### config.mk
export PLATFORM = sky130hd
export DESIGN_NAME = gyro_frame_parser_unwrap_core
export DESIGN_NICKNAME = d
export VERILOG_FILES = /design/src/design/gfpu_pkg.sv /design/src/design/gyro_frame_parser_unwrap_core.sv
export SDC_FILE = /design/constraint.sdc
export NUM_CORES = 2
export LEC_CHECK = 0
export BUFFER_PORTS_ARGS = -buffer_cell sky130_fd_sc_hd__buf_2
export CAP_MARGIN = 0
export CORE_AREA = 2 2 257 259
export CTS_BUF_LIST = sky130_fd_sc_hd__clkbuf_8
export DETAILED_ROUTE_END_ITERATION = 10
export DIE_AREA = 0 0 259 261
export GPL_TIMING_DRIVEN = 0
export PLACE_DENSITY_LB_ADDON = 0.08
export SETUP_SLACK_MARGIN = 0.5
export SYNTH_ARGS = -nofsm -noshare
export SYNTH_HDL_FRONTEND = slang
export SYNTH_SLANG_ARGS = --single-unit
### constraint.sdc
create_clock -name clock -period 13.9 [get_ports clock]
set_clock_uncertainty 0.2 [all_clocks]
set_input_delay 1.39 -clock clock [delete_from_list [all_inputs] [get_ports clock]]
set_output_delay 1.39 -clock clock [all_outputs]
set_load 0.01 [all_outputs]
### src/design/gfpu_pkg.sv
// Shared constants and types for the gyro frame parser with angle unwrap.
package gfpu_pkg;

   typedef logic signed [15:0] word_type;
   typedef logic [7:0] byte_type;

   localparam byte_type HEADER_BYTE = 8'hAA;
   localparam int FIRST_STORED = 3;
   localparam int LAST_STORED = 12;
   localparam int STORED_BYTES = LAST_STORED - FIRST_STORED + 1;

   localparam logic signed [31:0] TURN_SPAN = 32'sd36000;
   localparam int MUL_BITS = 20;
   localparam logic [MUL_BITS-1:0] VEL_SCALE = 20'd1000000;
   localparam int PROD_WIDTH = 53;
   localparam int DIV_STEPS = PROD_WIDTH;

   localparam logic [1:0] CSR_WRAP_HIGH = 2'd0;
   localparam logic [1:0] CSR_WRAP_LOW = 2'd1;

   function automatic word_type neg_word(input byte_type lo, input byte_type hi);
      neg_word = word_type'(16'd0 - {hi, lo});
   endfunction

endpackage

### src/design/gyro_frame_parser_unwrap_core.sv
// Gyro frame parser: byte framing, word unpack, turn count and velocity sequencer.
//
//   channel  direction  handshake                 payload
//   req      in         req_valid / req_ready     req_rx_byte, req_arrival_time_us
//   rsp      out        rsp_valid / rsp_ready     rsp_raw_angle .. rsp_frame_count
//   csr      in         csr_valid / csr_ready     csr_index, csr_data
//
// The first frame's last byte goes from the turn step straight to the result step;
// every later frame's last byte runs the turn, unwrap, delta and prepare steps, then
// 20 shift-add steps on the shared 54-bit adder for the scale by one million and 53
// restoring division steps, both skipped when the elapsed time is zero. Reset is
// synchronous and needs no clearing pass. A full result register holds the sequencer
// at its last step, and no byte is taken until the sequencer is back in idle.
module gyro_frame_parser_unwrap_core
   import gfpu_pkg::*;
#(
   parameter int FRAME_LENGTH = 15
) (
   input  logic                clock,
   input  logic                reset,
   input  logic                req_valid,
   output logic                req_ready,
   input  logic [7:0]          req_rx_byte,
   input  logic [31:0]         req_arrival_time_us,
   output logic                rsp_valid,
   input  logic                rsp_ready,
   output logic signed [15:0]  rsp_raw_angle,
   output logic signed [15:0]  rsp_raw_rate,
   output logic signed [15:0]  rsp_accel_x,
   output logic signed [15:0]  rsp_accel_y,
   output logic signed [15:0]  rsp_accel_z,
   output logic signed [31:0]  rsp_unwrapped_angle,
   output logic signed [31:0]  rsp_angular_velocity,
   output logic                rsp_first_frame,
   output logic [31:0]         rsp_frame_count,
   input  logic                csr_valid,
   output logic                csr_ready,
   input  logic [1:0]          csr_index,
   input  logic [15:0]         csr_data
);

   localparam logic [4:0] LAST_POS = 5'(FRAME_LENGTH - 1);

   localparam logic [2:0] S_IDLE   = 3'd0;
   localparam logic [2:0] S_TURN   = 3'd1;
   localparam logic [2:0] S_UNWRAP = 3'd2;
   localparam logic [2:0] S_DELTA  = 3'd3;
   localparam logic [2:0] S_PREP   = 3'd4;
   localparam logic [2:0] S_MUL    = 3'd5;
   localparam logic [2:0] S_DIV    = 3'd6;
   localparam logic [2:0] S_DONE   = 3'd7;

   logic [2:0]         state_ff, state_in;
   logic [3:0]         byte_index_ff, byte_index_in;
   logic               in_frame_ff, in_frame_in;
   byte_type           frame_bytes_ff [STORED_BYTES];
   logic               awaiting_ref_ff, awaiting_ref_in;
   word_type           reference_ff, reference_in;
   word_type           prev_raw_ff, prev_raw_in;
   logic [15:0]        turn_ff, turn_in;
   logic [31:0]        prev_unwrapped_ff, prev_unwrapped_in;
   logic [31:0]        prev_time_ff, prev_time_in;
   logic [31:0]        frames_seen_ff, frames_seen_in;
   logic [14:0]        high_ff, high_in;
   logic [15:0]        low_ff, low_in;
   logic               rsp_valid_ff, rsp_valid_in;

   logic [31:0]        time_ff, time_in;
   logic [31:0]        mul_ff, mul_in;
   logic [31:0]        unwrapped_ff, unwrapped_in;
   logic               neg_ff, neg_in;
   logic [32:0]        mag_ff, mag_in;
   logic [31:0]        dt_ff, dt_in;
   logic [PROD_WIDTH-1:0] acc_ff, acc_in;
   logic [31:0]        rem_ff, rem_in;
   logic [5:0]         step_ff, step_in;
   logic [31:0]        vel_ff, vel_in;
   logic               first_ff, first_in;

   word_type           rsp_raw_angle_ff, rsp_raw_rate_ff;
   word_type           rsp_accel_x_ff, rsp_accel_y_ff, rsp_accel_z_ff;
   logic [31:0]        rsp_unwrapped_ff, rsp_velocity_ff, rsp_frame_count_ff;
   logic               rsp_first_ff, rsp_load;

   logic [3:0]         pos;
   logic [3:0]         store_idx;
   logic               store_en;
   word_type           ang;
   logic               over_new, under_new, over_prev, under_prev;
   logic [32:0]        delta;
   logic [31:0]        dt_calc;
   logic [53:0]        add_a, add_b, add_sum;
   logic               add_sub;
   logic               mul_bit;
   logic               div_ok;
   logic [32:0]        rem_shift;

   assign req_ready = (state_ff == S_IDLE);
   assign csr_ready = 1'b1;

   assign pos = in_frame_ff ? byte_index_ff : 4'd0;
   assign store_idx = pos - 4'(FIRST_STORED);
   assign ang = neg_word(frame_bytes_ff[0], frame_bytes_ff[1]);

   assign over_new   = $signed({ang[15], ang}) > $signed({2'b00, high_ff});
   assign under_new  = $signed(ang) < $signed(low_ff);
   assign over_prev  = $signed({prev_raw_ff[15], prev_raw_ff}) > $signed({2'b00, high_ff});
   assign under_prev = $signed(prev_raw_ff) < $signed(low_ff);

   assign delta   = {unwrapped_ff[31], unwrapped_ff} - {prev_unwrapped_ff[31], prev_unwrapped_ff};
   assign dt_calc = time_ff - prev_time_ff;

   assign mul_bit   = VEL_SCALE[5'(MUL_BITS - 1) - step_ff[4:0]];
   assign rem_shift = {rem_ff, acc_ff[PROD_WIDTH-1]};

   // shared adder for the scale and divide loops
   always_comb begin
      add_a   = '0;
      add_b   = '0;
      add_sub = 1'b0;
      if (state_ff == S_MUL) begin
         add_a = {1'b0, acc_ff[PROD_WIDTH-2:0], 1'b0};
         add_b = mul_bit ? 54'(mag_ff) : '0;
      end else begin
         add_a   = 54'(rem_shift);
         add_b   = 54'(dt_ff);
         add_sub = 1'b1;
      end
      add_sum = add_a + (add_sub ? ~add_b : add_b) + 54'(add_sub);
   end

   assign div_ok  = !add_sum[53];
   assign store_en = req_valid && req_ready && (pos inside {[FIRST_STORED:LAST_STORED]});

   always_comb begin
      state_in          = state_ff;
      byte_index_in     = byte_index_ff;
      in_frame_in       = in_frame_ff;
      awaiting_ref_in   = awaiting_ref_ff;
      reference_in      = reference_ff;
      prev_raw_in       = prev_raw_ff;
      turn_in           = turn_ff;
      prev_unwrapped_in = prev_unwrapped_ff;
      prev_time_in      = prev_time_ff;
      frames_seen_in    = frames_seen_ff;
      high_in           = high_ff;
      low_in            = low_ff;
      time_in           = time_ff;
      mul_in            = mul_ff;
      unwrapped_in      = unwrapped_ff;
      neg_in            = neg_ff;
      mag_in            = mag_ff;
      dt_in             = dt_ff;
      acc_in            = acc_ff;
      rem_in            = rem_ff;
      step_in           = step_ff;
      vel_in            = vel_ff;
      first_in          = first_ff;
      rsp_load          = 1'b0;
      rsp_valid_in      = rsp_valid_ff && !rsp_ready;

      if (csr_valid) begin
         case (csr_index)
            CSR_WRAP_HIGH: high_in = csr_data[14:0];
            CSR_WRAP_LOW:  low_in = csr_data;
            default: ;
         endcase
      end

      case (state_ff)
         S_IDLE: begin
            if (req_valid && (in_frame_ff || req_rx_byte == HEADER_BYTE)) begin
               if ({1'b0, pos} < LAST_POS) begin
                  byte_index_in = pos + 4'd1;
                  in_frame_in   = 1'b1;
               end else begin
                  byte_index_in = 4'd0;
                  in_frame_in   = 1'b0;
                  time_in       = req_arrival_time_us;
                  state_in      = S_TURN;
               end
            end
         end
         S_TURN: begin
            prev_raw_in = ang;
            if (awaiting_ref_ff) begin
               awaiting_ref_in = 1'b0;
               reference_in    = ang;
               prev_time_in    = time_ff;
               unwrapped_in    = '0;
               vel_in          = '0;
               first_in        = 1'b1;
               state_in        = S_DONE;
            end else begin
               first_in = 1'b0;
               if (over_new && under_prev) begin
                  turn_in = turn_ff - 16'd1;
               end else if (over_prev && under_new) begin
                  turn_in = turn_ff + 16'd1;
               end
               state_in = S_UNWRAP;
            end
         end
         S_UNWRAP: begin
            mul_in   = 32'($signed({{16{turn_ff[15]}}, turn_ff}) * TURN_SPAN);
            state_in = S_DELTA;
         end
         S_DELTA: begin
            unwrapped_in = ({{16{ang[15]}}, ang} - {{16{reference_ff[15]}}, reference_ff})
                           + mul_ff;
            state_in     = S_PREP;
         end
         S_PREP: begin
            neg_in            = delta[32];
            mag_in            = delta[32] ? 33'd0 - delta : delta;
            dt_in             = dt_calc;
            prev_time_in      = time_ff;
            prev_unwrapped_in = unwrapped_ff;
            frames_seen_in    = frames_seen_ff + 32'd1;
            acc_in            = '0;
            step_in           = '0;
            if (dt_calc == 32'd0) begin
               vel_in   = '0;
               state_in = S_DONE;
            end else begin
               state_in = S_MUL;
            end
         end
         S_MUL: begin
            acc_in = add_sum[PROD_WIDTH-1:0];
            if (step_ff == 6'(MUL_BITS - 1)) begin
               step_in  = '0;
               rem_in   = '0;
               state_in = S_DIV;
            end else begin
               step_in = step_ff + 6'd1;
            end
         end
         S_DIV: begin
            rem_in = div_ok ? add_sum[31:0] : rem_shift[31:0];
            acc_in = {acc_ff[PROD_WIDTH-2:0], div_ok};
            if (step_ff == 6'(DIV_STEPS - 1)) begin
               step_in = '0;
               if (neg_ff) begin
                  if ((|acc_in[PROD_WIDTH-1:32]) || (acc_in[31:0] > 32'h8000_0000)) begin
                     vel_in = 32'h8000_0000;
                  end else begin
                     vel_in = 32'd0 - acc_in[31:0];
                  end
               end else begin
                  if (|acc_in[PROD_WIDTH-1:31]) begin
                     vel_in = 32'h7FFF_FFFF;
                  end else begin
                     vel_in = acc_in[31:0];
                  end
               end
               state_in = S_DONE;
            end else begin
               step_in = step_ff + 6'd1;
            end
         end
         S_DONE: begin
            if (!rsp_valid_ff || rsp_ready) begin
               rsp_load     = 1'b1;
               rsp_valid_in = 1'b1;
               state_in     = S_IDLE;
            end
         end
         default: state_in = S_IDLE;
      endcase
   end

   always_ff @(posedge clock) begin
      if (reset) begin
         state_ff          <= S_IDLE;
         byte_index_ff     <= '0;
         in_frame_ff       <= 1'b0;
         awaiting_ref_ff   <= 1'b1;
         reference_ff      <= '0;
         prev_raw_ff       <= '0;
         turn_ff           <= '0;
         prev_unwrapped_ff <= '0;
         prev_time_ff      <= '0;
         frames_seen_ff    <= '0;
         high_ff           <= 15'd9000;
         low_ff            <= 16'hDCD8;
         rsp_valid_ff      <= 1'b0;
      end else begin
         state_ff          <= state_in;
         byte_index_ff     <= byte_index_in;
         in_frame_ff       <= in_frame_in;
         awaiting_ref_ff   <= awaiting_ref_in;
         reference_ff      <= reference_in;
         prev_raw_ff       <= prev_raw_in;
         turn_ff           <= turn_in;
         prev_unwrapped_ff <= prev_unwrapped_in;
         prev_time_ff      <= prev_time_in;
         frames_seen_ff    <= frames_seen_in;
         high_ff           <= high_in;
         low_ff            <= low_in;
         rsp_valid_ff      <= rsp_valid_in;
      end
   end

   always_ff @(posedge clock) begin
      if (store_en) begin
         frame_bytes_ff[store_idx] <= req_rx_byte;
      end
      time_ff      <= time_in;
      mul_ff       <= mul_in;
      unwrapped_ff <= unwrapped_in;
      neg_ff       <= neg_in;
      mag_ff       <= mag_in;
      dt_ff        <= dt_in;
      acc_ff       <= acc_in;
      rem_ff       <= rem_in;
      step_ff      <= step_in;
      vel_ff       <= vel_in;
      first_ff     <= first_in;
      if (rsp_load) begin
         rsp_raw_angle_ff   <= ang;
         rsp_raw_rate_ff    <= neg_word(frame_bytes_ff[2], frame_bytes_ff[3]);
         rsp_accel_x_ff     <= neg_word(frame_bytes_ff[4], frame_bytes_ff[5]);
         rsp_accel_y_ff     <= neg_word(frame_bytes_ff[6], frame_bytes_ff[7]);
         rsp_accel_z_ff     <= neg_word(frame_bytes_ff[8], frame_bytes_ff[9]);
         rsp_unwrapped_ff   <= unwrapped_ff;
         rsp_velocity_ff    <= vel_ff;
         rsp_first_ff       <= first_ff;
         rsp_frame_count_ff <= frames_seen_ff;
      end
   end

   assign rsp_valid            = rsp_valid_ff;
   assign rsp_raw_angle        = rsp_raw_angle_ff;
   assign rsp_raw_rate         = rsp_raw_rate_ff;
   assign rsp_accel_x          = rsp_accel_x_ff;
   assign rsp_accel_y          = rsp_accel_y_ff;
   assign rsp_accel_z          = rsp_accel_z_ff;
   assign rsp_unwrapped_angle  = $signed(rsp_unwrapped_ff);
   assign rsp_angular_velocity = $signed(rsp_velocity_ff);
   assign rsp_first_frame      = rsp_first_ff;
   assign rsp_frame_count      = rsp_frame_count_ff;

`ifndef NO_ASSERTIONS
   a_first_frame_zero: assert property (@(posedge clock) disable iff (reset)
      (rsp_valid && rsp_first_frame) |->
      (rsp_unwrapped_angle == 32'sd0 && rsp_angular_velocity == 32'sd0))
      else $error("first frame result carries nonzero angle or velocity");

   a_frame_end_starts_seq: assert property (@(posedge clock) disable iff (reset)
      (req_valid && req_ready && in_frame_ff && {1'b0, byte_index_ff} == LAST_POS)
      |=> (state_ff == S_TURN))
      else $error("last byte of a frame did not start the sequencer");

   a_divisor_nonzero: assert property (@(posedge clock) disable iff (reset)
      (state_ff == S_MUL || state_ff == S_DIV) |-> (dt_ff != 32'd0))
      else $error("scale or divide loop running with zero elapsed time");

   a_remainder_bound: assert property (@(posedge clock) disable iff (reset)
      (state_ff == S_DIV) |-> (rem_ff < dt_ff))
      else $error("division remainder not below divisor");

   a_result_held: assert property (@(posedge clock) disable iff (reset)
      (state_ff == S_DONE && rsp_valid && !rsp_ready) |=> (state_ff == S_DONE))
      else $error("sequencer left its last step while result register full");
`endif

endmodule

==> impl_metrics.tcl <==
set metrics [dict create \
    gp_congestion 0.973 \
    met3_length_mm 5.53 \
    layout-drive-gt1-share 0.105 \
    cp_max_fo 10 \
    peakVddDrop_mv 0.0959 \
    root_buffer "clkbuf_8" \
    timing.slew.headroom 0.248 \
    cts_tree "yes" \
    synth-main-ff-cell "edfxtp_1" \
    clkTransAtPathRegs_ns 0.06 \
    clock_path_buffers 3 \
    synth_edf_count 538 \
    power-per-cell-area_mw_per_mm2 90.6 \
    postSynthCellCount 4073 \
    status "completed" \
    cts_sinks 723 \
    die-area_mm2 0.0676 \
    rr_worst_depth 26 \
    finalCritPeriodShare 0.707 \
    cp_data_required_time_ns 14.18 \
    hold_violations 0 \
    drt_iter0_drc 2296 \
    dr_wl_met2_mm 50.8 \
    htreeDepth 3 \
    ys_types 90 \
    critPathMostFrequentCell "clkbuf_1" \
    vias 31600 \
    cp_slowest_cell "clkbuf_1" \
    worstSetupPathDepth 26 \
    fin_cells 5403 \
    io_buffers 240 \
    hpwlAfterDp_mm 79.5 \
    rsz0062_at_grt "false" \
    swShare 0.223 \
    design_area_mm2 0.0460 \
    wl_met1_mm 42.8 \
    path_delay_family "buffers and inverters" \
    finalPower_mw 4.17 \
    placed_area_mm2 0.0437 \
    grt_max_degree 46 \
    p_comb_frac 0.014 \
    grt_pass1_vias 30200 \
    wl_per_cell_um 19.2 \
    fp.dieW_um 259 \
    timing.hold.worst_path_depth 0 \
    slew_viol_final 0 \
    p_int_mw 3.24 \
    dp_slack_ns 4.16 \
    yosysWarnings 0 \
    nets 4861 \
    ctsHoldBuffers 0 \
    setup_ws_ns 4.07 \
    clock_latency_ns 0.78 \
    die_y_um 261 \
    grtUsageTotal 0.302 \
    async_reset_ff_frac 0 \
    grt_pass1_wl_mm 160 \
    largest_register_ffs 80 \
    critPathCaptureType "flip-flop" \
    holdWs_ns 0.215 \
    row_count 94 \
    cts_resized 0 \
    core_region_area_mm2 0.0650 \
    cts_made_buffers 115 \
    power.switching_uw 929 \
    syn_avg_cell_area_um2 10.1 \
    syn-cell-area_mm2 0.0411 \
    top_regs "frame_bytes_ff (80), acc_ff (53), mag_ff (33)" \
    io_pins 243 \
    final_antenna_net_count 0 \
    synth_nets 4492 \
    setup_viol 0 \
    dp.cells 5189 \
    drv_cap 0 \
    area_growth_pct 11.8 \
    seqPwrFrac 0.552 \
    post_cts_buffers 0 \
    wl_mm 104 \
    grt_remaining_overflow 0 \
    min_path_type "reg2reg" \
    arrival_ns 10.11 \
    clkPwrFrac 0.434 \
    top_register "frame_bytes_ff" \
    ys_ff_latch 723 \
    yosysSeqAreaShare 0.483 \
    tightest_slew_ns 1.12 \
    p_leak_nw 17.0 \
    fmax_mhz 102 \
    slowest_delay_ns 0.64 \
    initial_utilization 0.632 \
    cp.buffers_inverters 7 \
    crit_path_start_kind "flip-flop" \
    first_pass_iters 5 \
    routed.top_layer "met4" \
    drc 0 \
    critPathKind "reg2reg" \
    antenna_found_initial 4 \
    avgViaCountPerCell 5.86 \
    period_minus_slack_ns 9.83 \
]
cell usage in the layout, fill, tap and decap left out, types with 31 or more instances in the layout:
master / Yosys / layout
a21o_1: 83 / 83
nor3_1: 80 / 80
ha_1: 314 / 314
nor2_1: 333 / 332
buf_2: 8 / 249
edfxtp_1: 538 / 538
inv_1: 251 / 278
nand3_1: 79 / 79
fa_1: 42 / 42
o21ai_0: 154 / 152
clkbuf_8: 0 / 122
nand2_1: 530 / 529
dfxtp_1: 185 / 185
nand4_1: 45 / 45
clkbuf_1: 120 / 120
nor4_1: 40 / 40
mux2i_1: 35 / 35
xor2_1: 117 / 117
a21oi_1: 381 / 381
xnor2_1: 178 / 178
o21a_1: 31 / 31
nor2b_1: 33 / 32
worst reg2reg max path, stage by stage (launching register included):
cell	delay, ns
dfxtp_1	0.30
buf_2	0.17
nand3b_1	0.63
clkinv_1	0.54
clkbuf_1	0.51
clkbuf_1	0.64
nand2_1	0.11
nand2_1	0.12
ha_1	0.30
and4_1	0.26
a2111o_1	0.41
o21ai_1	0.19
o221ai_1	0.28
a41o_1	0.40
o41ai_1	0.43
a41oi_2	0.19
inv_1	0.15
clkbuf_1	0.55
ha_1	0.26
clkbuf_1	0.34
nand3_1	0.15
or3_1	0.42
nor3_1	0.58
nand3_1	0.40
o31a_1	0.34
o21ai_0	0.57
nor2_1	0.09
cells by family (layout without fill, tap and decap cells):
| logic type | Yosys count | after routing | share of synthesized area |
|---|---|---|---|
| AOI/OAI and AO/OA | 941 | 941 | 0.144 |
| xor gates and xnor gates | 295 | 295 | 0.0628 |
| adders and majority gates | 356 | 356 | 0.116 |
| buffers and inverters | 396 | 859 | 0.0367 |
| DFF | 723 | 723 | 0.483 |
| muxes | 39 | 39 | 0.00961 |
| other | 1 | 4 | 0.0000912 |
| and+or+nand+nor | 1322 | 1322 | 0.148 |
cell type report:
cell class,count,area (µm²)
clock buffers,122,1680
flip-flops and latches,723,19900
multi-input cells,2954,19800
well taps,864,1080
inverters,253,950
clock inverters,89,616
diodes,3,7.51
plain buffers,143,559
repair buffers,252,1430
fillers,4999,19000
per-stage QoR:
stage	util	TNS (ns)
after floorplan	-	0
after global placement	0.668	-46.64
after detailed placement	0.672	0
after CTS	0.707	0
after global routing	0.707	0
final	0.707	0
layer usage:
layer	global-route usage	vias up
met4	0.148	0
met1	0.380	15000
li1	-	15400
met3	0.0359	227
met5	0	-
met2	0.520	977
synth_stat cells (11+ instances only):
cell type,count,share of area
edfxtp_1,538,0.39
nand2_1,530,0.048
a21oi_1,381,0.046
nor2_1,333,0.030
ha_1,314,0.096
inv_1,251,0.023
dfxtp_1,185,0.090
xnor2_1,178,0.038
o21ai_0,154,0.019
clkbuf_1,120,0.011
xor2_1,117,0.025
a21o_1,83,0.015
nor3_1,80,0.0097
nand3_1,79,0.0096
nand4_1,45,0.0068
fa_1,42,0.020
nor4_1,40,0.0061
mux2i_1,35,0.0085
nor2b_1,33,0.0050
o21a_1,31,0.0057
nand2b_1,29,0.0044
a31oi_1,28,0.0043
a22o_1,27,0.0057
and2_1,24,0.0036
a211oi_1,23,0.0042
or3_1,23,0.0035
and3_1,21,0.0032
o21bai_1,20,0.0036
o211ai_1,19,0.0035
o31ai_1,19,0.0035
a211o_1,18,0.0038
or4_1,17,0.0031
or2_2,14,0.0021
a21boi_0,13,0.0024
o31a_1,13,0.0028
buf_1,12,0.0011
and4_1,11,0.0023
worst paths after layout:
check | from | end | slack, ns
worst min register to register | vel_ff[21] | rsp_angular_velocity[21] | 0.22
worst max-delay path | state_ff[1] | vel_ff[26] | 4.07
worst max register to register | state_ff[1] | vel_ff[26] | 4.07
worst min-delay path | vel_ff[21] | rsp_angular_velocity[21] | 0.22
power by group through the flow:
stage	registers, mW	logic [mW]	clock network, mW
finish	2.30	0.0601	1.81
global route	2.30	0.0651	1.93
CTS	2.30	0.0595	1.84
detailed placement	2.34	0.0591	0
global placement	2.34	0.0583	0
floorplan	2.34	0.0279	0
Note: power is estimated with default switching activity, not from simulation.
